## config.mk

```make
export PLATFORM = sky130hd
export DESIGN_NAME = cobs_frame_encoder
export DESIGN_NICKNAME = d
export VERILOG_FILES = /design/src/rtl/cfe_pkg.sv /design/src/rtl/cobs_frame_encoder.sv /design/src/rtl/cfe_front.sv /design/src/rtl/cfe_queue.sv /design/src/rtl/cfe_back.sv
export VERILOG_INCLUDE_DIRS = /design/src /design/src/rtl
export SDC_FILE = /design/constraint.sdc
export NUM_CORES = 1
export LEC_CHECK = 0
export ABC_AREA = 1
export BUFFER_PORTS_ARGS = -buffer_cell sky130_fd_sc_hd__buf_2
export CORE_MARGIN = 2
export CORE_UTILIZATION = 65
export CTS_BUF_LIST = sky130_fd_sc_hd__clkbuf_2
export DETAILED_ROUTE_END_ITERATION = 6
export HOLD_SLACK_MARGIN = 0.03
export PLACE_DENSITY = 0.83
export SETUP_SLACK_MARGIN = 0.2
export SYNTH_ARGS = -nofsm -noshare
export SYNTH_HDL_FRONTEND = slang
export SYNTH_SLANG_ARGS = --single-unit
export TNS_END_PERCENT = 50
```

## constraint.sdc

```tcl
create_clock -name clk -period 7 [get_ports clk]
set_clock_uncertainty 0.15 [all_clocks]
set_input_delay 1.4 -clock clk [delete_from_list [all_inputs] [get_ports clk]]
set_output_delay 1.4 -clock clk [all_outputs]
set_load 0.03 [all_outputs]
```

## src/rtl/cobs_frame_encoder_defines.svh

```systemverilog
// Assertion macros used by the COBS frame encoder RTL.
`ifndef COBS_FRAME_ENCODER_DEFINES_SVH
`define COBS_FRAME_ENCODER_DEFINES_SVH

// Same-cycle implication, checked outside reset.
`define CFE_ASSERT_NOW(label, clk, rst_n, ante, cons, msg) \
  label: assert property (@(posedge clk) disable iff (!rst_n) (ante) |-> (cons)) \
    else $error(msg);

// Next-cycle implication, checked outside reset.
`define CFE_ASSERT_NEXT(label, clk, rst_n, ante, cons, msg) \
  label: assert property (@(posedge clk) disable iff (!rst_n) (ante) |=> (cons)) \
    else $error(msg);

`endif

```

## src/rtl/cfe_pkg.sv

```systemverilog
// Types and constants of the COBS frame encoder.
package cfe_pkg;

  localparam int POS_W       = 13;
  localparam int BYTE_W      = 8;
  localparam int MAX_RES     = 3;
  localparam int QUEUE_DEPTH = 4;
  localparam int QPTR_W      = $clog2(QUEUE_DEPTH);

  localparam logic [BYTE_W-1:0] CODE_FIRST = 8'h01;
  localparam logic [BYTE_W-1:0] CODE_FULL  = 8'hFF;
  localparam logic [BYTE_W-1:0] CODE_ZERO  = 8'h00;
  localparam logic [POS_W-1:0]  POS_START  = 13'h0001;
  localparam logic [POS_W-1:0]  SLOT_START = 13'h0000;
  localparam logic [POS_W-1:0]  POS_ONE    = 13'h0001;

  // One buffer write.
  typedef struct packed {
    logic [POS_W-1:0]  position;
    logic [BYTE_W-1:0] value;
    logic              frame_end;
  } cfe_res_t;

  // All writes caused by one input byte, oldest in res[0].
  typedef struct packed {
    logic [1:0]              count_m1;
    logic                    overflow;
    cfe_res_t [MAX_RES-1:0]  res;
  } cfe_rec_t;

endpackage

```

## src/rtl/cobs_frame_encoder.sv

```systemverilog
// Top level of the COBS frame encoder: front end, record queue, back end.
//
//  channel  | ports                                   | beat taken when
//  ---------+-----------------------------------------+-------------------
//  input    | in_data_byte, in_last_byte              | in_push & !in_full
//  result   | out_position, out_value, out_frame_end, | out_pop & !out_empty
//           | out_item_done, out_overflow             |
//  config   | cfg_data (delimiter)                    | cfg_we
//
// Input takes one byte per cycle while the four-record queue has room.
// Each byte yields zero to three buffer writes; the back end sends one result
// beat per cycle while results are popped, so a byte with k writes gives k beats.
// A byte's first result is registered in the queue and then in the output register.
// Synchronous active-low reset returns to frame start with delimiter 0x00.
// A stalled result side fills the queue and then raises in_full.
`include "cobs_frame_encoder_defines.svh"

module cobs_frame_encoder #(
  parameter int MAX_FRAME_BYTES = 4096
) (
  input  logic        clk,
  input  logic        rst_n,
  input  logic        cfg_we,
  input  logic [7:0]  cfg_data,
  input  logic        in_push,
  output logic        in_full,
  input  logic [7:0]  in_data_byte,
  input  logic        in_last_byte,
  output logic        out_empty,
  input  logic        out_pop,
  output logic [12:0] out_position,
  output logic [7:0]  out_value,
  output logic        out_frame_end,
  output logic        out_item_done,
  output logic        out_overflow
);
  import cfe_pkg::*;

  logic     accept;
  logic     rec_push;
  cfe_rec_t rec;
  cfe_rec_t q_rec;
  logic     q_empty;
  logic     q_pop;

  // Take a beat only when the queue can hold its record.
  assign accept = in_push && !in_full;

  // Classify the byte and advance frame state.
  cfe_front #(
    .MAX_FRAME_BYTES(MAX_FRAME_BYTES)
  ) u_front (
    .clk       (clk),
    .rst_n     (rst_n),
    .cfg_we    (cfg_we),
    .cfg_data  (cfg_data),
    .accept    (accept),
    .data_byte (in_data_byte),
    .last_byte (in_last_byte),
    .rec_push  (rec_push),
    .rec       (rec)
  );

  // Decouple the byte side from the write side.
  cfe_queue u_queue (
    .clk    (clk),
    .rst_n  (rst_n),
    .wr_en  (rec_push),
    .wr_rec (rec),
    .rd_en  (q_pop),
    .rd_rec (q_rec),
    .full   (in_full),
    .empty  (q_empty)
  );

  // Expand records into result beats.
  cfe_back u_back (
    .clk           (clk),
    .rst_n         (rst_n),
    .q_empty       (q_empty),
    .q_rec         (q_rec),
    .q_pop         (q_pop),
    .out_pop       (out_pop),
    .out_empty     (out_empty),
    .out_position  (out_position),
    .out_value     (out_value),
    .out_frame_end (out_frame_end),
    .out_item_done (out_item_done),
    .out_overflow  (out_overflow)
  );

  // Never write a full queue, never read an empty one.
  `CFE_ASSERT_NOW(a_no_push_full, clk, rst_n, rec_push, !in_full, "record pushed into full queue")
  `CFE_ASSERT_NOW(a_no_pop_empty, clk, rst_n, q_pop, !q_empty, "record popped from empty queue")
  // The closing delimiter write is always the last write of its byte.
  `CFE_ASSERT_NOW(a_end_is_done, clk, rst_n, !out_empty && out_frame_end, out_item_done,
    "frame end beat without item done")
  // A record never holds more writes than a byte can cause.
  `CFE_ASSERT_NOW(a_rec_count, clk, rst_n, !q_empty, q_rec.count_m1 != 2'd3,
    "record write count out of range")

endmodule

```

## src/rtl/cfe_front.sv

```systemverilog
// Front end: holds frame state, classifies each byte and builds its write record.
module cfe_front #(
  parameter int MAX_FRAME_BYTES = 4096
) (
  input  logic                clk,
  input  logic                rst_n,
  input  logic                cfg_we,
  input  logic [7:0]          cfg_data,
  input  logic                accept,
  input  logic [7:0]          data_byte,
  input  logic                last_byte,
  output logic                rec_push,
  output cfe_pkg::cfe_rec_t   rec
);
  import cfe_pkg::*;

  localparam int CNT_W = $clog2(MAX_FRAME_BYTES + 1);
  localparam logic [CNT_W-1:0] CNT_MAX = CNT_W'(MAX_FRAME_BYTES);
  localparam logic [CNT_W-1:0] CNT_ONE = CNT_W'(1);

  logic [BYTE_W-1:0] delim_r;
  logic [BYTE_W-1:0] run_code_r, run_code_nxt;
  logic [POS_W-1:0]  code_slot_r, code_slot_nxt;
  logic [POS_W-1:0]  write_pos_r, write_pos_nxt;
  logic [CNT_W-1:0]  in_cnt_r, in_cnt_nxt;
  logic              lrf_r, lrf_nxt;
  logic              ovf_r, ovf_nxt;

  logic              drop;
  cfe_res_t [3:0]    cand;
  logic [3:0]        cand_v;
  logic [1:0]        n;

  function automatic logic [BYTE_W-1:0] code_value(input logic [BYTE_W-1:0] code,
                                                   input logic [BYTE_W-1:0] dl);
    return (code == dl) ? CODE_ZERO : code;
  endfunction

  always_comb begin
    run_code_nxt  = run_code_r;
    code_slot_nxt = code_slot_r;
    write_pos_nxt = write_pos_r;
    in_cnt_nxt    = in_cnt_r;
    lrf_nxt       = lrf_r;
    cand          = '0;
    cand_v        = '0;
    rec           = '0;
    n             = 2'd0;

    drop    = (in_cnt_r >= CNT_MAX);
    ovf_nxt = ovf_r | drop;

    if (!drop) begin
      in_cnt_nxt = in_cnt_r + CNT_ONE;
      lrf_nxt    = 1'b0;
      if (data_byte == delim_r) begin
        // Close the run: patch its code into the reserved slot.
        cand[0]       = '{code_slot_nxt, code_value(run_code_nxt, delim_r), 1'b0};
        cand_v[0]     = 1'b1;
        code_slot_nxt = write_pos_nxt;
        write_pos_nxt = write_pos_nxt + POS_ONE;
        run_code_nxt  = CODE_FIRST;
      end else begin
        cand[0]       = '{write_pos_nxt, data_byte, 1'b0};
        cand_v[0]     = 1'b1;
        write_pos_nxt = write_pos_nxt + POS_ONE;
        run_code_nxt  = run_code_nxt + 8'd1;
        if (run_code_nxt == CODE_FULL) begin
          cand[1]       = '{code_slot_nxt, code_value(CODE_FULL, delim_r), 1'b0};
          cand_v[1]     = 1'b1;
          code_slot_nxt = write_pos_nxt;
          write_pos_nxt = write_pos_nxt + POS_ONE;
          run_code_nxt  = CODE_FIRST;
          lrf_nxt       = 1'b1;
        end
      end
    end

    rec.overflow = ovf_nxt;

    if (last_byte) begin
      if (!lrf_nxt) begin
        cand[2]       = '{code_slot_nxt, code_value(run_code_nxt, delim_r), 1'b0};
        cand_v[2]     = 1'b1;
        code_slot_nxt = write_pos_nxt;
      end
      cand[3]       = '{code_slot_nxt, delim_r, 1'b1};
      cand_v[3]     = 1'b1;
      // Return to frame start.
      run_code_nxt  = CODE_FIRST;
      code_slot_nxt = SLOT_START;
      write_pos_nxt = POS_START;
      in_cnt_nxt    = '0;
      lrf_nxt       = 1'b0;
      ovf_nxt       = 1'b0;
    end

    // Pack the valid writes in order.
    for (int i = 0; i < 4; i++) begin
      if (cand_v[i] && (n != 2'd3)) begin
        rec.res[n] = cand[i];
        n          = n + 2'd1;
      end
    end
    rec.count_m1 = n - 2'd1;
    rec_push     = accept && (n != 2'd0);
  end

  always_ff @(posedge clk) begin
    if (!rst_n) begin
      delim_r     <= CODE_ZERO;
      run_code_r  <= CODE_FIRST;
      code_slot_r <= SLOT_START;
      write_pos_r <= POS_START;
      in_cnt_r    <= '0;
      lrf_r       <= 1'b0;
      ovf_r       <= 1'b0;
    end else begin
      if (cfg_we) begin
        delim_r <= cfg_data;
      end
      if (accept) begin
        run_code_r  <= run_code_nxt;
        code_slot_r <= code_slot_nxt;
        write_pos_r <= write_pos_nxt;
        in_cnt_r    <= in_cnt_nxt;
        lrf_r       <= lrf_nxt;
        ovf_r       <= ovf_nxt;
      end
    end
  end

endmodule

```

## src/rtl/cfe_queue.sv

```systemverilog
// Short record queue between front and back ends.
module cfe_queue (
  input  logic              clk,
  input  logic              rst_n,
  input  logic              wr_en,
  input  cfe_pkg::cfe_rec_t wr_rec,
  input  logic              rd_en,
  output cfe_pkg::cfe_rec_t rd_rec,
  output logic              full,
  output logic              empty
);
  import cfe_pkg::*;

  cfe_rec_t            mem [QUEUE_DEPTH];
  logic [QPTR_W-1:0]   wr_ptr_r, rd_ptr_r;
  logic [QPTR_W:0]     cnt_r, cnt_nxt;

  assign full   = (cnt_r == (QPTR_W+1)'(QUEUE_DEPTH));
  assign empty  = (cnt_r == '0);
  assign rd_rec = mem[rd_ptr_r];

  always_comb begin
    cnt_nxt = cnt_r;
    case ({wr_en, rd_en})
      2'b10:   cnt_nxt = cnt_r + (QPTR_W+1)'(1);
      2'b01:   cnt_nxt = cnt_r - (QPTR_W+1)'(1);
      default: cnt_nxt = cnt_r;
    endcase
  end

  always_ff @(posedge clk) begin
    if (wr_en) begin
      mem[wr_ptr_r] <= wr_rec;
    end
  end

  always_ff @(posedge clk) begin
    if (!rst_n) begin
      wr_ptr_r <= '0;
      rd_ptr_r <= '0;
      cnt_r    <= '0;
    end else begin
      if (wr_en) wr_ptr_r <= wr_ptr_r + QPTR_W'(1);
      if (rd_en) rd_ptr_r <= rd_ptr_r + QPTR_W'(1);
      cnt_r <= cnt_nxt;
    end
  end

endmodule

```

## src/rtl/cfe_back.sv

```systemverilog
// Back end: walks the head record one write per beat into the output register.
module cfe_back (
  input  logic              clk,
  input  logic              rst_n,
  input  logic              q_empty,
  input  cfe_pkg::cfe_rec_t q_rec,
  output logic              q_pop,
  input  logic              out_pop,
  output logic              out_empty,
  output logic [12:0]       out_position,
  output logic [7:0]        out_value,
  output logic              out_frame_end,
  output logic              out_item_done,
  output logic              out_overflow
);
  import cfe_pkg::*;

  logic [1:0] sel_r;
  logic       out_valid_r;
  cfe_res_t   cur;
  logic       is_last;
  logic       load;

  assign cur       = q_rec.res[sel_r];
  assign is_last   = (sel_r == q_rec.count_m1);
  assign load      = !q_empty && (!out_valid_r || out_pop);
  assign q_pop     = load && is_last;
  assign out_empty = !out_valid_r;

  always_ff @(posedge clk) begin
    if (load) begin
      out_position  <= cur.position;
      out_value     <= cur.value;
      out_frame_end <= cur.frame_end;
      out_item_done <= is_last;
      out_overflow  <= q_rec.overflow;
    end
  end

  always_ff @(posedge clk) begin
    if (!rst_n) begin
      sel_r       <= 2'd0;
      out_valid_r <= 1'b0;
    end else begin
      if (load) begin
        sel_r       <= is_last ? 2'd0 : sel_r + 2'd1;
        out_valid_r <= 1'b1;
      end else if (out_pop) begin
        out_valid_r <= 1'b0;
      end
    end
  end

endmodule
```

## After elaboration in Yosys (flattened, before gate mapping)

Memories as Yosys holds them, arrays and structs flattened. A register that Yosys moved wholly into a read port is not among the register bits.
Index checks and enable logic that the tools add are counted.

- Order comparisons: 8
- Equal/unequal tests: 13
- Reductions and logical operators: 19
- Mux-type cells: 59
- Add/sub/neg operators: 13
- Bitwise gates (word level): 1

Operator list:

| kind | number |
|---|---|
| 66-bit bitwise mux | 3 |
| 22-bit two-way mux | 9 |
| 66-bit two-way mux | 3 |
| 13-bit two-way mux | 11 |
| 22-bit demux with 2-bit select | 3 |
| 44-bit two-way mux | 2 |
| 8-bit two-way mux | 7 |
| 22-bit binary-select mux with 2-bit select | 1 |
| 13-bit by 1-bit adder with 13-bit output (second input constant) | 3 |
| 8-bit equality test | 3 |
| 2-bit two-way mux | 8 |
| 13-bit >= comparator (second input constant) | 1 |
| 1-bit two-way mux | 11 |
| 2-bit by 1-bit adder with 2-bit output (second input constant) | 5 |
| 1-bit logical AND | 10 |
| 2-bit by 3-bit < comparator with 1-bit output (second input constant) | 3 |
| 8-bit by 1-bit adder with 8-bit output (second input constant) | 1 |
| 8-bit equality test (first input constant) | 1 |
| 8-bit equality test (second input constant) | 1 |
| 2-bit != test (second input constant) | 3 |
| 3-bit one-hot mux with 2 select lines | 1 |
| 2-bit nonzero test | 3 |
| 2-bit by 1-bit >= comparator with 1-bit output (second input constant) | 2 |
| 3-bit by 1-bit adder with 3-bit output (second input constant) | 1 |
| other kinds (15) | 17 |

- Bits in writable memories: 276
- Logic and storage cells: 131
- Bits in registers: 91
- Memories: 1

Memory list:

| name | depth | width | rd ports | clocked after memory_dff | wr ports | RTL line | source |
|---|---|---|---|---|---|---|---|
| u_queue.mem | 4 | 69 | 1 | 1 | 1 | cfe_queue.sv:14 | `cfe_rec_t mem [QUEUE_DEPTH];` |

## Logic depth before layout (Yosys ltp)

- Word-level depth: 19
- Gate-level depth with buffers: 20
- Gate-level depth less buffers: 20

## Hierarchy

Synthesis repeated with hierarchy kept, for this count alone.

- Cells, all modules: 1896
- Area, all modules: 17819.6 um2

Modules (own cells, without submodules):

| module | sequential area each (um2) | area an instance (um2) | instances | cells each |
|---|---|---|---|---|
| cfe_queue | 8468.1 | 10677.7 | 1 | 724 |
| cfe_front | 1141.1 | 5672.9 | 1 | 1013 |
| cfe_back | 780.7 | 1458.9 | 1 | 157 |
| cobs_frame_encoder | 0.0 | 10.0 | 1 | 2 |

## Least setup slack after synthesis

OpenSTA, ideal clock, no wires.

- Kind: input to register
- Start: input port in_push
- End: memory u_queue.mem[0][0] in the netlist's numbering, enable pin
- Cell stages on the path: 7
- Setup slack: 1.266 ns
- Path buffers: 1
- Arrival: 5.087 ns
- Cells stage by stage: inv_1 nor2_1 inv_1 nor2_1 inv_1 clkbuf_1 nor2_1

- Word-level cells in the longest chain between the ends: 4

Ends and longest elaborated chain:

| item | RTL line | source |
|---|---|---|
| start, declared | cobs_frame_encoder.sv:25 | `input logic in_push,` |
| 1-bit logical AND | cobs_frame_encoder.sv:47 | `assign accept = in_push && !in_full;` |
| 1-bit logical AND | cfe_front.sv:106 | `rec_push = accept && (n != 2'd0);` |
| 1-bit two-way mux | cfe_queue.sv:32 | `if (wr_en) begin` |
| 1-bit two-way mux (not written as such) | cfe_queue.sv:33 | `mem[wr_ptr_r] <= wr_rec;` |
| end, declared | cfe_queue.sv:14 |  |

No other way between the ends.

==> impl_metrics.tcl <==
set metrics [dict create \
    path_clk_slew_ns 0.11 \
    layout.nets 1964 \
    post_synth_main_area_contributors "sky130_fd_sc_hd__edfxtp_1 51%, sky130_fd_sc_hd__dfxtp_1 7.8%, sky130_fd_sc_hd__nand2_1 7.4%, sky130_fd_sc_hd__o21ai_0 5.1%, sky130_fd_sc_hd__nor2_1 5.1%" \
    ir_worst_vdd_mv 0.192 \
    critical_path.startpoint "u_front.in_cnt_r[12]" \
    synth-warning-count 0 \
    grt_first_pass_wirelength_um 73400 \
    routed_via_density 6.19 \
    first_pass_iters 6 \
    synth_fa_ha_area_share_pct 1.25 \
    cts_htree_levels 3 \
    final_cell_area_mm2 0.0189 \
    met3_wl_um 5670 \
    crit_end "u_queue.mem[1][1]" \
    setup-tns-final_ns 0 \
    final_core_util_pct 70.6 \
    status "complete, no violations" \
    vias_in_the_first_global_route 13490 \
    hold_path_class "flip-flop to flip-flop" \
    drt-initial-drc-count 2026 \
    ff_latch_area_mm2 0.0104 \
    numPortBuffers 47 \
    critical_path_peak_fanout 39 \
    multi_input_logic_area_mm2 0.00628 \
    startpoint_type "flip-flop" \
    cell_taking_the_most_area_after_synthesis "sky130_fd_sc_hd__edfxtp_1" \
    setup_viol_count_final 0 \
    final-hold-violation-count 0 \
    core_area_mm2 0.0268 \
    drive_gt1_share_pct 13.8 \
    routed-via-count 14503 \
    synthesis.area_mm2 0.0176 \
    critical_path.cell_chain "buf_4 > clkinv_1 > nor2_1 > inv_1 > a21oi_1 > ha_1 > nor2_1 > nand2_1 > inv_1 > a221oi_1 > a21oi_1" \
    numClockSinks 369 \
    post_dp_cell_area_mm2 0.0181 \
    crit_family "buffers and inverters" \
    worst_ep_required_time_ns 7.40 \
    worst_r2r_startpoint "u_front.in_cnt_r[12]" \
    crit_slowest_cell "sky130_fd_sc_hd__nor2_1" \
    cp.buffers_inverters 4 \
    regToRegSetupSlack_ns 2.03 \
    largest_stage_delay_on_the_critical_path_ns 0.77 \
    final_min_period_over_clock_period_pct 71.0 \
    grt_max_degree 79 \
    drt-wirelength-per-cell_um 20.0 \
    cts_buffers 88 \
    timing_worst_slew_pin_value_ns 1.30 \
    start_util_pct 65.8 \
    synth-simple-area-share_pct 18.8 \
    hold_start "u_front.in_cnt_r[9]" \
    synth.top_cell.area_share_pct 51.1 \
    ff2ff_path_depth 11 \
    clk_latency_ns 0.94 \
    num_io_pins 48 \
    post_synth_xor_area_fraction_pct 0.596 \
    ant_nets 0 \
    yosysMostFrequentCell "sky130_fd_sc_hd__nand2_1" \
    synth.yosys.seq_area_share_pct 58.9 \
    die_area_mm2 0.0285 \
    cts_hold_buffers 0 \
    synth_compound_area_share_pct 14.6 \
    count_of_state_elements_after_synthesis 369 \
    routedLengthMet1_um 18900 \
    final.fill_count 2000 \
    powerDensity_mw_per_mm2 302 \
    synth_enable_flop_cells 300 \
    setup.worst_path.class "flip-flop to flip-flop" \
    rsz0062_at_grt "no" \
    yosys-mux-area-fraction_pct 0 \
    postSynth.topFlopCell "sky130_fd_sc_hd__edfxtp_1" \
    synth_nets 1910 \
    gr-total-overflow 0 \
    routed.top_layer "met4" \
    synth.lib_cells_used.distinct 46 \
    num_rows 60 \
    leakage_nw 7.10 \
    die_h_um 169 \
    grt_antenna_before_repair 2 \
    max_slew_margin_pct 13.2 \
    timing.max_cap.violations 0 \
    clock_tree_from_tritoncts "built" \
    critical_path.reg2reg.endpoint "u_queue.mem[1][1]" \
    die_w_um 169 \
    dominant_combinational_cell_family_by_area_after_synthesis "simple AND/OR/NAND/NOR gates" \
    post-route-min-period_ns 4.97 \
    syn_avg_cell_area_um2 9.43 \
    critical_path.endpoint_type "flip-flop" \
    achievable-frequency_mhz 201 \
    worst-path-stages 11 \
    synthCells 1871 \
    finalWirelength_um 46900 \
    wl_met2_um 21400 \
    async_set_or_reset_register_ratio_after_synthesis_pct 0 \
    ranking_of_synthesized_cells_by_instance_count "349 x sky130_fd_sc_hd__nand2_1, 300 x sky130_fd_sc_hd__edfxtp_1, 238 x sky130_fd_sc_hd__nor2_1" \
    fin_total_pwr_mw 5.71 \
    detailedPlacementHpwl_um 29700 \
    gr-usage-all-layers_pct 33.3 \
    crit_arrival_ns 5.37 \
    cts.root.buffer_cell "sky130_fd_sc_hd__clkbuf_2" \
    post_cts.resized_instances 0 \
    area_overhead_of_the_layout_relative_to_synthesis_pct 7.28 \
    remaining_drc_errors 0 \
    slew_violations 0 \
    cts_setup_buffers 0 \
    cts.path.max_buffers 3 \
    gp_routability_congestion 0.934 \
]
## state kept, by name, indices dropped and copies added (netlist names), named ones only
| signal | count |
|---|---|
| u_queue.mem | 276 |
| u_back.out_position | 13 |
| u_front.code_slot_r | 13 |
| u_front.in_cnt_r | 13 |
| u_front.write_pos_r | 13 |
| u_back.out_value | 8 |
| u_front.delim_r | 8 |
| u_front.run_code_r | 8 |
| u_queue.cnt_r | 3 |
| u_back.sel_r | 2 |
| u_queue.rd_ptr_r | 2 |
| u_queue.wr_ptr_r | 2 |
| u_back.out_frame_end | 1 |
| u_back.out_item_done | 1 |
| u_back.out_overflow | 1 |
| u_back.out_valid_r | 1 |
| u_front.lrf_r | 1 |
| u_front.ovf_r | 1 |
## layout make-up
type                            instances  share of cell area (%)
Sequential cell                       369                    54.9
Multi-Input combinational cell       1240                    33.2
Clock buffer                          135                    3.57
Inverter                              160                    3.19
Clock inverter                         27                   0.833
Tap cell                              341                    2.25
Timing Repair Buffer                   66                    2.00
Antenna cell                            4                  0.0529
## worst min-delay path by stage
stage	cells after the start	slack, ns	to
after detailed placement	2	0.32	u_front.write_pos_r[12]
after floorplan	1	0.29	u_front.in_cnt_r[9]
final	1	0.33	u_front.in_cnt_r[9]
after global placement	2	0.30	u_front.lrf_r
after global routing	2	0.37	u_front.write_pos_r[12]
after CTS	2	0.34	u_front.write_pos_r[12]
## worst reg2reg max path: stages, from the launching register on
cell	delay, ns
sky130_fd_sc_hd__dfxtp_1	0.32
sky130_fd_sc_hd__buf_4	0.43
sky130_fd_sc_hd__clkinv_1	0.20
sky130_fd_sc_hd__nor2_1	0.77
sky130_fd_sc_hd__inv_1	0.29
sky130_fd_sc_hd__a21oi_1	0.37
sky130_fd_sc_hd__ha_1	0.23
sky130_fd_sc_hd__nor2_1	0.11
sky130_fd_sc_hd__nand2_1	0.56
sky130_fd_sc_hd__inv_1	0.65
sky130_fd_sc_hd__a221oi_1	0.42
sky130_fd_sc_hd__a21oi_1	0.18
## cells in the final DEF (no fill, tap or decap), types with 4 or more instances in the layout
| cell type | Yosys | final |
|---|---|---|
| sky130_fd_sc_hd__nand2_2 | 11 | 11 |
| sky130_fd_sc_hd__or2_2 | 9 | 9 |
| sky130_fd_sc_hd__nor2_4 | 5 | 10 |
| sky130_fd_sc_hd__ha_1 | 16 | 16 |
| sky130_fd_sc_hd__dfxtp_1 | 69 | 67 |
| sky130_fd_sc_hd__xor2_1 | 11 | 11 |
| sky130_fd_sc_hd__clkbuf_2 | 0 | 135 |
| sky130_fd_sc_hd__nand4_1 | 14 | 14 |
| sky130_fd_sc_hd__diode_2 | 0 | 4 |
| sky130_fd_sc_hd__o211ai_1 | 19 | 19 |
| sky130_fd_sc_hd__nor2_2 | 6 | 7 |
| sky130_fd_sc_hd__o2111ai_1 | 19 | 19 |
| sky130_fd_sc_hd__edfxtp_1 | 300 | 300 |
| sky130_fd_sc_hd__nand3_2 | 5 | 5 |
| sky130_fd_sc_hd__o21ai_1 | 11 | 11 |
| sky130_fd_sc_hd__buf_4 | 4 | 19 |
| sky130_fd_sc_hd__o22ai_1 | 37 | 37 |
| sky130_fd_sc_hd__nand3_1 | 120 | 120 |
| sky130_fd_sc_hd__clkinv_1 | 2 | 21 |
| sky130_fd_sc_hd__a32o_1 | 12 | 12 |
| sky130_fd_sc_hd__nor3_1 | 11 | 11 |
| sky130_fd_sc_hd__o221ai_1 | 34 | 34 |
| sky130_fd_sc_hd__nor2_1 | 238 | 232 |
| sky130_fd_sc_hd__a221oi_1 | 9 | 9 |
| sky130_fd_sc_hd__inv_2 | 11 | 11 |
| sky130_fd_sc_hd__inv_1 | 146 | 144 |
| sky130_fd_sc_hd__nand2_1 | 349 | 349 |
| sky130_fd_sc_hd__o21ai_0 | 179 | 179 |
| sky130_fd_sc_hd__nand2_4 | 5 | 5 |
| sky130_fd_sc_hd__a21oi_1 | 106 | 106 |
| sky130_fd_sc_hd__buf_2 | 4 | 47 |
## metal layers
| layer | GRT usage (%) | vias up |
|---|---|---|
| met4 | 9.52 | 0 |
| met3 | 6.97 | 82 |
| met1 | 49.0 | 6768 |
| met2 | 50.9 | 925 |
| met5 | 0 | - |
| li1 | - | 6728 |
## cell families after synthesis
logic type | after synthesis
compound gates | 433
xor+xnor | 12
fa+ha+maj | 17
buf+inv | 262
flops | 369
simple gates | 778
## report_power, final
part           switching [mW]  internal, mW
clock network           0.862         0.558
registers               0.122          2.69
logic                    1.08         0.400
## metrics by stage
| step | setup WS (ns) | cells | hold slack, ns |
|---|---|---|---|
| final | 2.03 | 2342 | 0.335 |
| after detailed placement | 1.59 | 2176 | 0.322 |
| after CTS | 2.15 | 2338 | 0.337 |
| after global routing | 1.76 | 2340 | 0.367 |
| after global placement | 1.74 | 2176 | 0.303 |
| after floorplan | 1.27 | 1871 | 0.293 |
Note: power is estimated with default switching activity, not from simulation.
